--- config.mk ---
export PLATFORM = sky130hd
export DESIGN_NAME = string_art_line_score_flat
export DESIGN_NICKNAME = d
export VERILOG_FILES = /design/src/rtl/core/sals_pkg.sv /design/src/rtl/core/sals_if.sv /design/src/rtl/core/string_art_line_score.sv /design/src/rtl/core/sals_ctrl.sv /design/src/rtl/core/sals_datapath.sv /design/src/flat_wrapper.sv
export SDC_FILE = /design/constraint.sdc
export NUM_CORES = 1
export LEC_CHECK = 0
export ABC_AREA = 0
export CAP_MARGIN = 5
export CORE_ASPECT_RATIO = 0.6
export CORE_UTILIZATION = 50
export DETAILED_ROUTE_END_ITERATION = 16
export DONT_BUFFER_PORTS = 1
export PLACE_DENSITY_LB_ADDON = 0.25
export RECOVER_POWER = 25
export SLEW_MARGIN = 20
export SYNTH_ARGS = -nofsm -noshare
export SYNTH_HDL_FRONTEND = slang
export SYNTH_HIERARCHICAL = 1
export SYNTH_SLANG_ARGS = --single-unit
--- constraint.sdc ---
create_clock -name clk -period 8 [get_ports clk]
set_input_delay 0.8 -clock clk [delete_from_list [all_inputs] [get_ports clk]]
set_output_delay 0.8 -clock clk [all_outputs]
set_load 0.05 [all_outputs]
--- src/rtl/core/sals_pkg.sv ---
// shared constants, types and register codes of the line score block
package sals_pkg;

    localparam int LEVEL_W         = 8;
    localparam int COUNT_W         = 13;
    localparam int SUM_W           = 38;
    localparam int MEAN_W          = 25;
    localparam int REM_W           = COUNT_W + 1;
    localparam int DIV_STEPS       = SUM_W;
    localparam int STEP_W          = 6;
    localparam int PADDR_W         = 3;
    localparam int PDATA_W         = 32;

    localparam logic [COUNT_W-1:0] MAX_LINE_PIXELS = COUNT_W'(4096);
    localparam logic [STEP_W-1:0]  DIV_LAST        = STEP_W'(DIV_STEPS - 1);

    // register index codes, taken from paddr[2]
    localparam logic REG_DARKNESS    = 1'b0;
    localparam logic REG_USE_WEIGHTS = 1'b1;

    localparam logic [LEVEL_W-1:0] DARKNESS_RESET    = 8'd60;
    localparam logic               USE_WEIGHTS_RESET = 1'b1;
    localparam logic [LEVEL_W-1:0] WEIGHT_ONE        = 8'd16;

    typedef struct packed {
        logic [LEVEL_W-1:0] darkness;
        logic               use_weights;
    } cfg_t;

    typedef struct packed {
        logic take;
        logic div_start;
        logic div_step;
        logic out_load;
    } ctrl_cmd_t;

    typedef struct packed {
        logic line_end_accept;
        logic pipe_busy;
        logic out_full;
    } ctrl_status_t;

endpackage

--- src/rtl/core/sals_if.sv ---
// pixel and score stream interfaces of the line score block
interface sals_pixel_if;
    logic                           valid;
    logic                           ready;
    logic [sals_pkg::LEVEL_W-1:0]   target_level;
    logic [sals_pkg::LEVEL_W-1:0]   canvas_level;
    logic [sals_pkg::LEVEL_W-1:0]   weight_q4;
    logic                           last_pixel;

    modport source (output valid, target_level, canvas_level, weight_q4, last_pixel,
                    input ready);
    modport sink (input valid, target_level, canvas_level, weight_q4, last_pixel,
                  output ready);
endinterface

interface sals_score_if;
    logic                                 valid;
    logic                                 ready;
    logic signed [sals_pkg::MEAN_W-1:0]   mean_score;
    logic        [sals_pkg::COUNT_W-1:0]  pixel_count;

    modport source (output valid, mean_score, pixel_count, input ready);
    modport sink (input valid, mean_score, pixel_count, output ready);
endinterface

--- src/rtl/core/string_art_line_score.sv ---
// top level of the line score block: register port, controller and datapath
//
// Scores one candidate thread line. Pixels of the line arrive on the pix
// channel (valid/ready), one transaction per pixel, at up to one per cycle.
// The transaction that carries last_pixel, or that brings the count to 4096,
// closes the line. pix.ready then drops while three product stages drain,
// a serial divider runs 38 steps (one quotient bit per cycle) and the result
// is loaded into the output register, which drives the score channel.
// The output register holds the result while the receiver stalls; pix.ready
// returns as soon as the result is loaded, so the next line can accumulate
// while it waits. A new result waits in the controller until the previous
// one is taken.
// Registers (APB, writes take effect at the access cycle, pready always high):
//   0x0 thread_darkness, 0x4 use_weights. Write them only while idle.
// Reset clears the sum, the pixel count and the output valid, and sets
// thread_darkness to 60 and use_weights to 1.
module string_art_line_score (
    input  logic                              clk,
    input  logic                              rst_n,
    input  logic                              psel,
    input  logic                              penable,
    input  logic                              pwrite,
    input  logic [sals_pkg::PADDR_W-1:0]      paddr,
    input  logic [sals_pkg::PDATA_W-1:0]      pwdata,
    output logic [sals_pkg::PDATA_W-1:0]      prdata,
    output logic                              pready,
    sals_pixel_if.sink                        pix,
    sals_score_if.source                      score
);

    sals_pkg::cfg_t           cfg_reg;
    sals_pkg::ctrl_cmd_t      cmd;
    sals_pkg::ctrl_status_t   status;
    logic                     cfg_we;
    logic                     reg_sel;

    assign pready  = 1'b1;
    assign cfg_we  = psel && penable && pwrite;
    assign reg_sel = paddr[2];

    always_ff @(posedge clk or negedge rst_n)
    begin
        if (!rst_n)
        begin
            cfg_reg.darkness    <= sals_pkg::DARKNESS_RESET;
            cfg_reg.use_weights <= sals_pkg::USE_WEIGHTS_RESET;
        end
        else if (cfg_we)
        begin
            case (reg_sel)
                sals_pkg::REG_DARKNESS:    cfg_reg.darkness    <= pwdata[sals_pkg::LEVEL_W-1:0];
                sals_pkg::REG_USE_WEIGHTS: cfg_reg.use_weights <= pwdata[0];
                default:                   cfg_reg             <= cfg_reg;
            endcase
        end
    end

    always_comb
    begin
        case (reg_sel)
            sals_pkg::REG_DARKNESS:
                prdata = sals_pkg::PDATA_W'(cfg_reg.darkness);
            sals_pkg::REG_USE_WEIGHTS:
                prdata = sals_pkg::PDATA_W'(cfg_reg.use_weights);
            default:
                prdata = '0;
        endcase
    end

    sals_ctrl u_ctrl (
        .clk    (clk),
        .rst_n  (rst_n),
        .status (status),
        .cmd    (cmd)
    );

    sals_datapath u_datapath (
        .clk    (clk),
        .rst_n  (rst_n),
        .cfg    (cfg_reg),
        .cmd    (cmd),
        .status (status),
        .pix    (pix),
        .score  (score)
    );

    // no pixel slips in behind the one that closes a line
    assert property (@(posedge clk) disable iff (!rst_n)
        status.line_end_accept |=> !pix.ready)
        else $error("pixel accepted after line end");

    // the divider only starts on a fully drained sum
    assert property (@(posedge clk) disable iff (!rst_n)
        cmd.div_start |-> !status.pipe_busy)
        else $error("divide started with products in flight");

    // a result only appears after a load command
    assert property (@(posedge clk) disable iff (!rst_n)
        $rose(score.valid) |-> $past(cmd.out_load))
        else $error("result valid without load");

    // a waiting result is never overwritten
    assert property (@(posedge clk) disable iff (!rst_n)
        cmd.out_load |-> !status.out_full)
        else $error("result overwritten while stalled");

endmodule

--- src/rtl/core/sals_ctrl.sv ---
// controller: accumulate, drain, divide and hand over the result
module sals_ctrl (
    input  logic                    clk,
    input  logic                    rst_n,
    input  sals_pkg::ctrl_status_t  status,
    output sals_pkg::ctrl_cmd_t     cmd
);

    localparam logic [1:0] ST_RUN   = 2'd0;
    localparam logic [1:0] ST_DRAIN = 2'd1;
    localparam logic [1:0] ST_DIV   = 2'd2;
    localparam logic [1:0] ST_OUT   = 2'd3;

    logic [1:0]                  state_reg;
    logic [1:0]                  state_next;
    logic [sals_pkg::STEP_W-1:0] step_reg;
    logic [sals_pkg::STEP_W-1:0] step_next;

    always_comb
    begin
        state_next = state_reg;
        step_next  = step_reg;
        cmd        = '0;
        case (state_reg)
            ST_RUN:
            begin
                cmd.take = 1'b1;
                if (status.line_end_accept)
                begin
                    state_next = ST_DRAIN;
                end
            end
            ST_DRAIN:
            begin
                // sum is final once the product stages are empty
                if (!status.pipe_busy)
                begin
                    cmd.div_start = 1'b1;
                    step_next     = '0;
                    state_next    = ST_DIV;
                end
            end
            ST_DIV:
            begin
                cmd.div_step = 1'b1;
                if (step_reg == sals_pkg::DIV_LAST)
                begin
                    state_next = ST_OUT;
                end
                else
                begin
                    step_next = step_reg + 1'b1;
                end
            end
            ST_OUT:
            begin
                if (!status.out_full)
                begin
                    cmd.out_load = 1'b1;
                    state_next   = ST_RUN;
                end
            end
            default:
            begin
                state_next = ST_RUN;
            end
        endcase
    end

    always_ff @(posedge clk or negedge rst_n)
    begin
        if (!rst_n)
        begin
            state_reg <= ST_RUN;
            step_reg  <= '0;
        end
        else
        begin
            state_reg <= state_next;
            step_reg  <= step_next;
        end
    end

endmodule

--- src/rtl/core/sals_datapath.sv ---
// datapath: pixel term pipeline, accumulator, serial divider, output register
module sals_datapath (
    input  logic                    clk,
    input  logic                    rst_n,
    input  sals_pkg::cfg_t          cfg,
    input  sals_pkg::ctrl_cmd_t     cmd,
    output sals_pkg::ctrl_status_t  status,
    sals_pixel_if.sink              pix,
    sals_score_if.source            score
);

    logic                                 accept;
    logic [sals_pkg::COUNT_W-1:0]         count_reg;
    logic [sals_pkg::COUNT_W-1:0]         count_inc;
    logic                                 line_end;
    logic [sals_pkg::COUNT_W-1:0]         divisor_reg;

    logic signed [8:0]                    d_c;
    logic [sals_pkg::LEVEL_W-1:0]         after_c;
    logic signed [8:0]                    e_raw_c;
    logic signed [8:0]                    e_c;
    logic [sals_pkg::LEVEL_W-1:0]         w_c;

    logic                                 s1_valid_reg;
    logic signed [8:0]                    d_reg;
    logic signed [8:0]                    e_reg;
    logic [sals_pkg::LEVEL_W-1:0]         w1_reg;

    logic signed [17:0]                   dsq_c;
    logic signed [17:0]                   esq_c;
    logic                                 s2_valid_reg;
    logic signed [17:0]                   diff_reg;
    logic [sals_pkg::LEVEL_W-1:0]         w2_reg;

    logic signed [26:0]                   prod_c;
    logic                                 s3_valid_reg;
    logic signed [26:0]                   prod_reg;

    logic signed [sals_pkg::SUM_W-1:0]    sum_reg;

    logic                                 neg_reg;
    logic [sals_pkg::SUM_W-1:0]           quo_reg;
    logic [sals_pkg::REM_W-1:0]           rem_reg;
    logic [sals_pkg::REM_W-1:0]           rem_sh_c;
    logic                                 rem_ge_c;
    logic [sals_pkg::MEAN_W-1:0]          q_low_c;
    logic [sals_pkg::MEAN_W-1:0]          mean_c;

    logic                                 out_valid_reg;
    logic signed [sals_pkg::MEAN_W-1:0]   mean_reg;
    logic [sals_pkg::COUNT_W-1:0]         out_count_reg;

    assign pix.ready = cmd.take;
    assign accept    = pix.valid && cmd.take;
    assign count_inc = count_reg + 1'b1;
    assign line_end  = pix.last_pixel || (count_inc == sals_pkg::MAX_LINE_PIXELS);

    // stage 1: errors before and after the thread
    assign d_c     = $signed({1'b0, pix.target_level}) - $signed({1'b0, pix.canvas_level});
    assign after_c = (pix.canvas_level > cfg.darkness) ? (pix.canvas_level - cfg.darkness)
                                                        : '0;
    assign e_raw_c = $signed({1'b0, pix.target_level}) - $signed({1'b0, after_c});
    // negative error halves toward zero
    assign e_c     = e_raw_c[8] ? ((e_raw_c + 9'sd1) >>> 1) : e_raw_c;
    assign w_c     = cfg.use_weights ? pix.weight_q4 : sals_pkg::WEIGHT_ONE;

    // stage 2: squares
    assign dsq_c = d_reg * d_reg;
    assign esq_c = e_reg * e_reg;

    // stage 3: weight
    assign prod_c = diff_reg * $signed({1'b0, w2_reg});

    always_ff @(posedge clk or negedge rst_n)
    begin
        if (!rst_n)
        begin
            s1_valid_reg <= 1'b0;
            s2_valid_reg <= 1'b0;
            s3_valid_reg <= 1'b0;
            count_reg    <= '0;
            sum_reg      <= '0;
        end
        else
        begin
            s1_valid_reg <= accept;
            s2_valid_reg <= s1_valid_reg;
            s3_valid_reg <= s2_valid_reg;
            if (accept)
            begin
                count_reg <= line_end ? '0 : count_inc;
            end
            if (cmd.div_start)
            begin
                sum_reg <= '0;
            end
            else if (s3_valid_reg)
            begin
                sum_reg <= sum_reg + sals_pkg::SUM_W'(prod_reg);
            end
        end
    end

    always_ff @(posedge clk)
    begin
        d_reg    <= d_c;
        e_reg    <= e_c;
        w1_reg   <= w_c;
        diff_reg <= dsq_c - esq_c;
        w2_reg   <= w1_reg;
        prod_reg <= prod_c;
        if (accept && line_end)
        begin
            divisor_reg <= count_inc;
        end
    end

    // restoring division of the sum magnitude, one quotient bit per step
    assign rem_sh_c = {rem_reg[sals_pkg::REM_W-2:0], quo_reg[sals_pkg::SUM_W-1]};
    assign rem_ge_c = rem_sh_c >= {1'b0, divisor_reg};
    assign q_low_c  = quo_reg[sals_pkg::MEAN_W-1:0];
    assign mean_c   = neg_reg ? (~q_low_c + 1'b1) : q_low_c;

    always_ff @(posedge clk)
    begin
        if (cmd.div_start)
        begin
            neg_reg <= sum_reg[sals_pkg::SUM_W-1];
            quo_reg <= sum_reg[sals_pkg::SUM_W-1] ? (~sum_reg + 1'b1) : sum_reg;
            rem_reg <= '0;
        end
        else if (cmd.div_step)
        begin
            quo_reg <= {quo_reg[sals_pkg::SUM_W-2:0], rem_ge_c};
            rem_reg <= rem_ge_c ? (rem_sh_c - {1'b0, divisor_reg}) : rem_sh_c;
        end
        if (cmd.out_load)
        begin
            mean_reg      <= $signed(mean_c);
            out_count_reg <= divisor_reg;
        end
    end

    always_ff @(posedge clk or negedge rst_n)
    begin
        if (!rst_n)
        begin
            out_valid_reg <= 1'b0;
        end
        else if (cmd.out_load)
        begin
            out_valid_reg <= 1'b1;
        end
        else if (score.ready)
        begin
            out_valid_reg <= 1'b0;
        end
    end

    assign score.valid       = out_valid_reg;
    assign score.mean_score  = mean_reg;
    assign score.pixel_count = out_count_reg;

    assign status.line_end_accept = accept && line_end;
    assign status.pipe_busy       = s1_valid_reg || s2_valid_reg || s3_valid_reg;
    assign status.out_full        = out_valid_reg && !score.ready;

endmodule

--- src/flat_wrapper.sv ---
// flat-port wrapper written by rule: the top's interface ports become plain ports
module string_art_line_score_flat 
  (clk, rst_n, psel, penable, pwrite, paddr, pwdata, prdata, pready, pix_valid, pix_target_level, pix_canvas_level, pix_weight_q4, pix_last_pixel, pix_ready, score_valid, score_mean_score, score_pixel_count, score_ready);
  sals_pixel_if pix_i ();
  sals_score_if score_i ();
  input  logic clk;
  input  logic rst_n;
  input  logic psel;
  input  logic penable;
  input  logic pwrite;
  input  logic [sals_pkg::PADDR_W-1:0] paddr;
  input  logic [sals_pkg::PDATA_W-1:0] pwdata;
  output logic [sals_pkg::PDATA_W-1:0] prdata;
  output logic pready;
  input wire logic [$bits(pix_i.valid)-1:0] pix_valid;
  input wire logic [$bits(pix_i.target_level)-1:0] pix_target_level;
  input wire logic [$bits(pix_i.canvas_level)-1:0] pix_canvas_level;
  input wire logic [$bits(pix_i.weight_q4)-1:0] pix_weight_q4;
  input wire logic [$bits(pix_i.last_pixel)-1:0] pix_last_pixel;
  output wire logic [$bits(pix_i.ready)-1:0] pix_ready;
  output wire logic [$bits(score_i.valid)-1:0] score_valid;
  output wire logic [$bits(score_i.mean_score)-1:0] score_mean_score;
  output wire logic [$bits(score_i.pixel_count)-1:0] score_pixel_count;
  input wire logic [$bits(score_i.ready)-1:0] score_ready;
  assign pix_i.valid = pix_valid;
  assign pix_i.target_level = pix_target_level;
  assign pix_i.canvas_level = pix_canvas_level;
  assign pix_i.weight_q4 = pix_weight_q4;
  assign pix_i.last_pixel = pix_last_pixel;
  assign pix_ready = pix_i.ready;
  assign score_valid = score_i.valid;
  assign score_mean_score = score_i.mean_score;
  assign score_pixel_count = score_i.pixel_count;
  assign score_i.ready = score_ready;
  string_art_line_score u_core (.clk(clk), .rst_n(rst_n), .psel(psel), .penable(penable), .pwrite(pwrite), .paddr(paddr), .pwdata(pwdata), .prdata(prdata), .pready(pready), .pix(pix_i), .score(score_i));
endmodule
==> impl_metrics.csv <==
group,metric,value,unit
critical_path,cp_common_cell,"fa_1",
timing,worst_pin_slew,3.87,ns
timing,max_freq,149,MHz
timing,fin_ws,1.28,ns
grt,gr-total-overflow,0,
clock_tree,clk_latency,0.57,ns
hold_path,min_path_type,"in2async",
placement,place_area,25500,um^2
yosys,ys.flop_type,"dfxtp_1",
final_layout,n_antenna_cell,0,
drt,drtIter0Drc,1135,
placement,place_congestion,0.879,
placement,port-buffer-count,0,
clock_tree,cts_made_buffers,26,
yosys,synth_top_area_cell,"fa_1",
yosys,synth_seq_cells,254,
drt,wirelength,52.2,mm
timing,skew,0.0373,ns
yosys,synthCells,2604,
timing,report.final.slew_viol_count,109,
grt,antenna_found_initial,1,
clock_tree,cts.htree.levels,1,
drt,firstDrtPassIters,5,
yosys,synth_edf_count,90,
floorplanning,die_w,291,um
floorplanning,initial_core_util,0.507,
drt,drc,0,
final_layout,final_design_area_no_fill,26300,um^2
placement,post-place-ws,1.24,ns
yosys,ys_seq_area_frac,0.254,
timing,relSlewSlack,-1.58,
final_layout,area_delta_synth_final,5.05,%
timing,fin_crit_sh,0.840,
final_layout,final_nets,3131,
clock_tree,clkTransAtPathRegs,0.07,ns
drt,wl_met3,2.64,mm
floorplanning,num_rows,63,
critical_path,required,8.45,ns
floorplanning,core,49300,um^2
critical_path,crit_buf_inv,4,
clock_tree,tritoncts,"built",
drt,vias_per_cell,5.41,
critical_path,critPathArrivalTime,7.17,ns
yosys,syn_avg_cell_area,9.60,um^2
critical_path,end_kind,"register",
drt,met2_length,21.8,mm
grt,grt_start_max_net_pins,68,
yosys,yosysTopAreaCellShare,0.219,
critical_path,cp_slowest_cell,"dfxtp_1",
timing,rsz0062_at_grt,"false",
drt,avgRoutedWirePerCell,16.1,um
yosys,ys_async_sr_fraction,0.283,
clock_tree,postCtsSetupBuffers,0,
drt,detail-route-antenna-nets,0,
status,violations,"max-capacitance violations, max-slew violations",
yosys,netlist_area,25000,um^2
timing,setup-violations-final,0,
critical_path,crit_family,"adder cells",
critical_path,cp_cell_sequence,"nand2_1 -> inv_1 -> fa_1 -> inv_1 -> fa_1 -> fa_1 -> inv_1 -> fa_1 -> fa_1 -> fa_1 -> inv_1 -> fa_1 -> ha_1 -> nand3_1 -> nand2_1 -> a41oi_1 -> a21oi_1 -> a211o_1 -> a21oi_1 -> xnor2_1",
floorplanning,io_pins,140,
clock_tree,cts_buffer_depth,3,
timing,post-route-min-period,6.72,ns
critical_path,slowest_delay,0.68,ns
critical_path,cp_max_fo,12,
grt,grt_pass1_wl,88.9,mm
critical_path,critPathLaunchType,"register",
placement,hpwl,41.5,mm
yosys,yosysWarnings,6,
drt,vias,17500,
critical_path,path_class,"reg2reg",
status,status,"finished with violations",
timing,fin_setup_tns,0,ns
timing,hold_viol,0,
run,drv_cap,2,
clock_tree,clock-sinks,254,
floorplanning,die_area,50900,um^2
clock_tree,cts_root_buffer,"clkbuf_16",
yosys,synth_cell_types,80,
drt,highest_layer,"met4",
yosys,synth_area_leaders,"fa_1, ha_1, edfxtp_1",
floorplanning,die_y,175,um
grt,first_global_vias,17500,
drt,drt-met1-wl,27.1,mm
final_layout,drive_gt1_frac,0.0421,
grt,track_usage,0.212,
stage by stage:
stage / hold WS [ns] / util / std cells
finish: 0.0758 / 0.532 / 3238
global route: 0.0415 / 0.532 / 3238
CTS: 0.0411 / 0.533 / 3237
detailed placement: 0.316 / 0.516 / 3188
global placement: 0.313 / 0.516 / 3188
floorplan: 0.310 / - / 2627
what timing repair did:
item,in CTS,in global routing
resized for setup,0,0
endpoints found under the setup margin,0,0
hold endpoints to repair,67,0
hold buffers,1,0
Yosys cell counts, types with 17 or more instances:
master	instances
nand2_1	204
dfxtp_1	92
nand2b_1	18
nor3_1	22
xor2_1	70
a211oi_1	19
ha_1	223
dfrtp_1	67
mux2i_1	34
buf_4	26
edfxtp_1	90
o21ai_0	96
a21o_1	51
nand4_1	17
mux2_2	25
fa_1	273
xnor2_1	113
nor2_1	133
nor2b_1	31
nand3_1	34
and2_1	127
clkbuf_1	61
inv_1	429
a21oi_1	112
cells in the final DEF, fill, tap and decap left out, types with 29 or more instances in the layout:
cell type  instances
ha_1             223
nor2b_1           29
nand3_1           34
nor2_1           132
dfrtp_1           67
and2_1           123
xor2_1            70
edfxtp_1          90
fa_1             273
xnor2_1          113
dfxtp_1           92
inv_1            429
mux2i_1           34
a21o_1            51
a21oi_1          111
nand2_1          204
o21ai_0           96
worst paths after layout:
path	from	to	slack [ns]	cells past startpoint
worst max register to register	u_core/u_datapath/e_reg[0]$_DFF_P_	u_core/u_datapath/diff_reg[17]$_DFF_P_	1.28	20
worst min register to register	u_core/u_datapath/w1_reg[5]$_SDFF_PN0_	u_core/u_datapath/w2_reg[5]$_DFF_P_	0.33	0
worst min-delay path	rst_n	u_core/cfg_reg[5]$_DFFE_PN1P_	0.08	0
min in group clk	u_core/u_datapath/w1_reg[5]$_SDFF_PN0_	u_core/u_datapath/w2_reg[5]$_DFF_P_	0.33	0
max in group asynchronous	rst_n	u_core/cfg_reg[1]$_DFFE_PN0P_	4.24	1
worst max-delay path	u_core/u_datapath/e_reg[0]$_DFF_P_	u_core/u_datapath/diff_reg[17]$_DFF_P_	1.28	20
cell families (layout without fill, tap and decap cells):
| group | Yosys count | count (layout) | synth area share |
|---|---|---|---|
| AND/OR/NAND/NOR | 680 | 680 | 0.138 |
| other | 2 | 25 | 0.000300 |
| AO/OA/AOI/OAI | 401 | 401 | 0.101 |
| adder cells (fa/ha/maj) | 496 | 496 | 0.330 |
| buffers and inverters | 525 | 486 | 0.0845 |
| multiplexers | 63 | 63 | 0.0271 |
| XOR/XNOR | 183 | 183 | 0.0641 |
| flip-flops | 254 | 254 | 0.254 |
worst reg2reg max path, cell delays in order, from the launching register on:
cell	delay, ns
dfxtp_1	0.68
nand2_1	0.34
inv_1	0.50
fa_1	0.49
inv_1	0.09
fa_1	0.41
fa_1	0.51
inv_1	0.05
fa_1	0.48
fa_1	0.52
fa_1	0.54
inv_1	0.05
fa_1	0.39
ha_1	0.36
nand3_1	0.11
nand2_1	0.05
a41oi_1	0.25
a21oi_1	0.22
a211o_1	0.30
a21oi_1	0.18
xnor2_1	0.08
metal layers:
metal  global-route usage  vias up
li1                     -     8366
met1                0.331     8738
met2                0.315      358
met3               0.0291       45
met4               0.0298        0
met5                    0        -
layout make-up:
cell class              instances  area [um^2]
clock inverters                16          125
repair buffers                  9         72.6
inverters                     429         1610
multi-input cells            1848        16600
clock buffers                  32          673
fillers                      4468        23100
well taps                     650          813
flip-flops and latches        254         6350
Power is not shown: default switching activity piles up to over one toggle a cycle in this logic, so the estimate is an artifact.
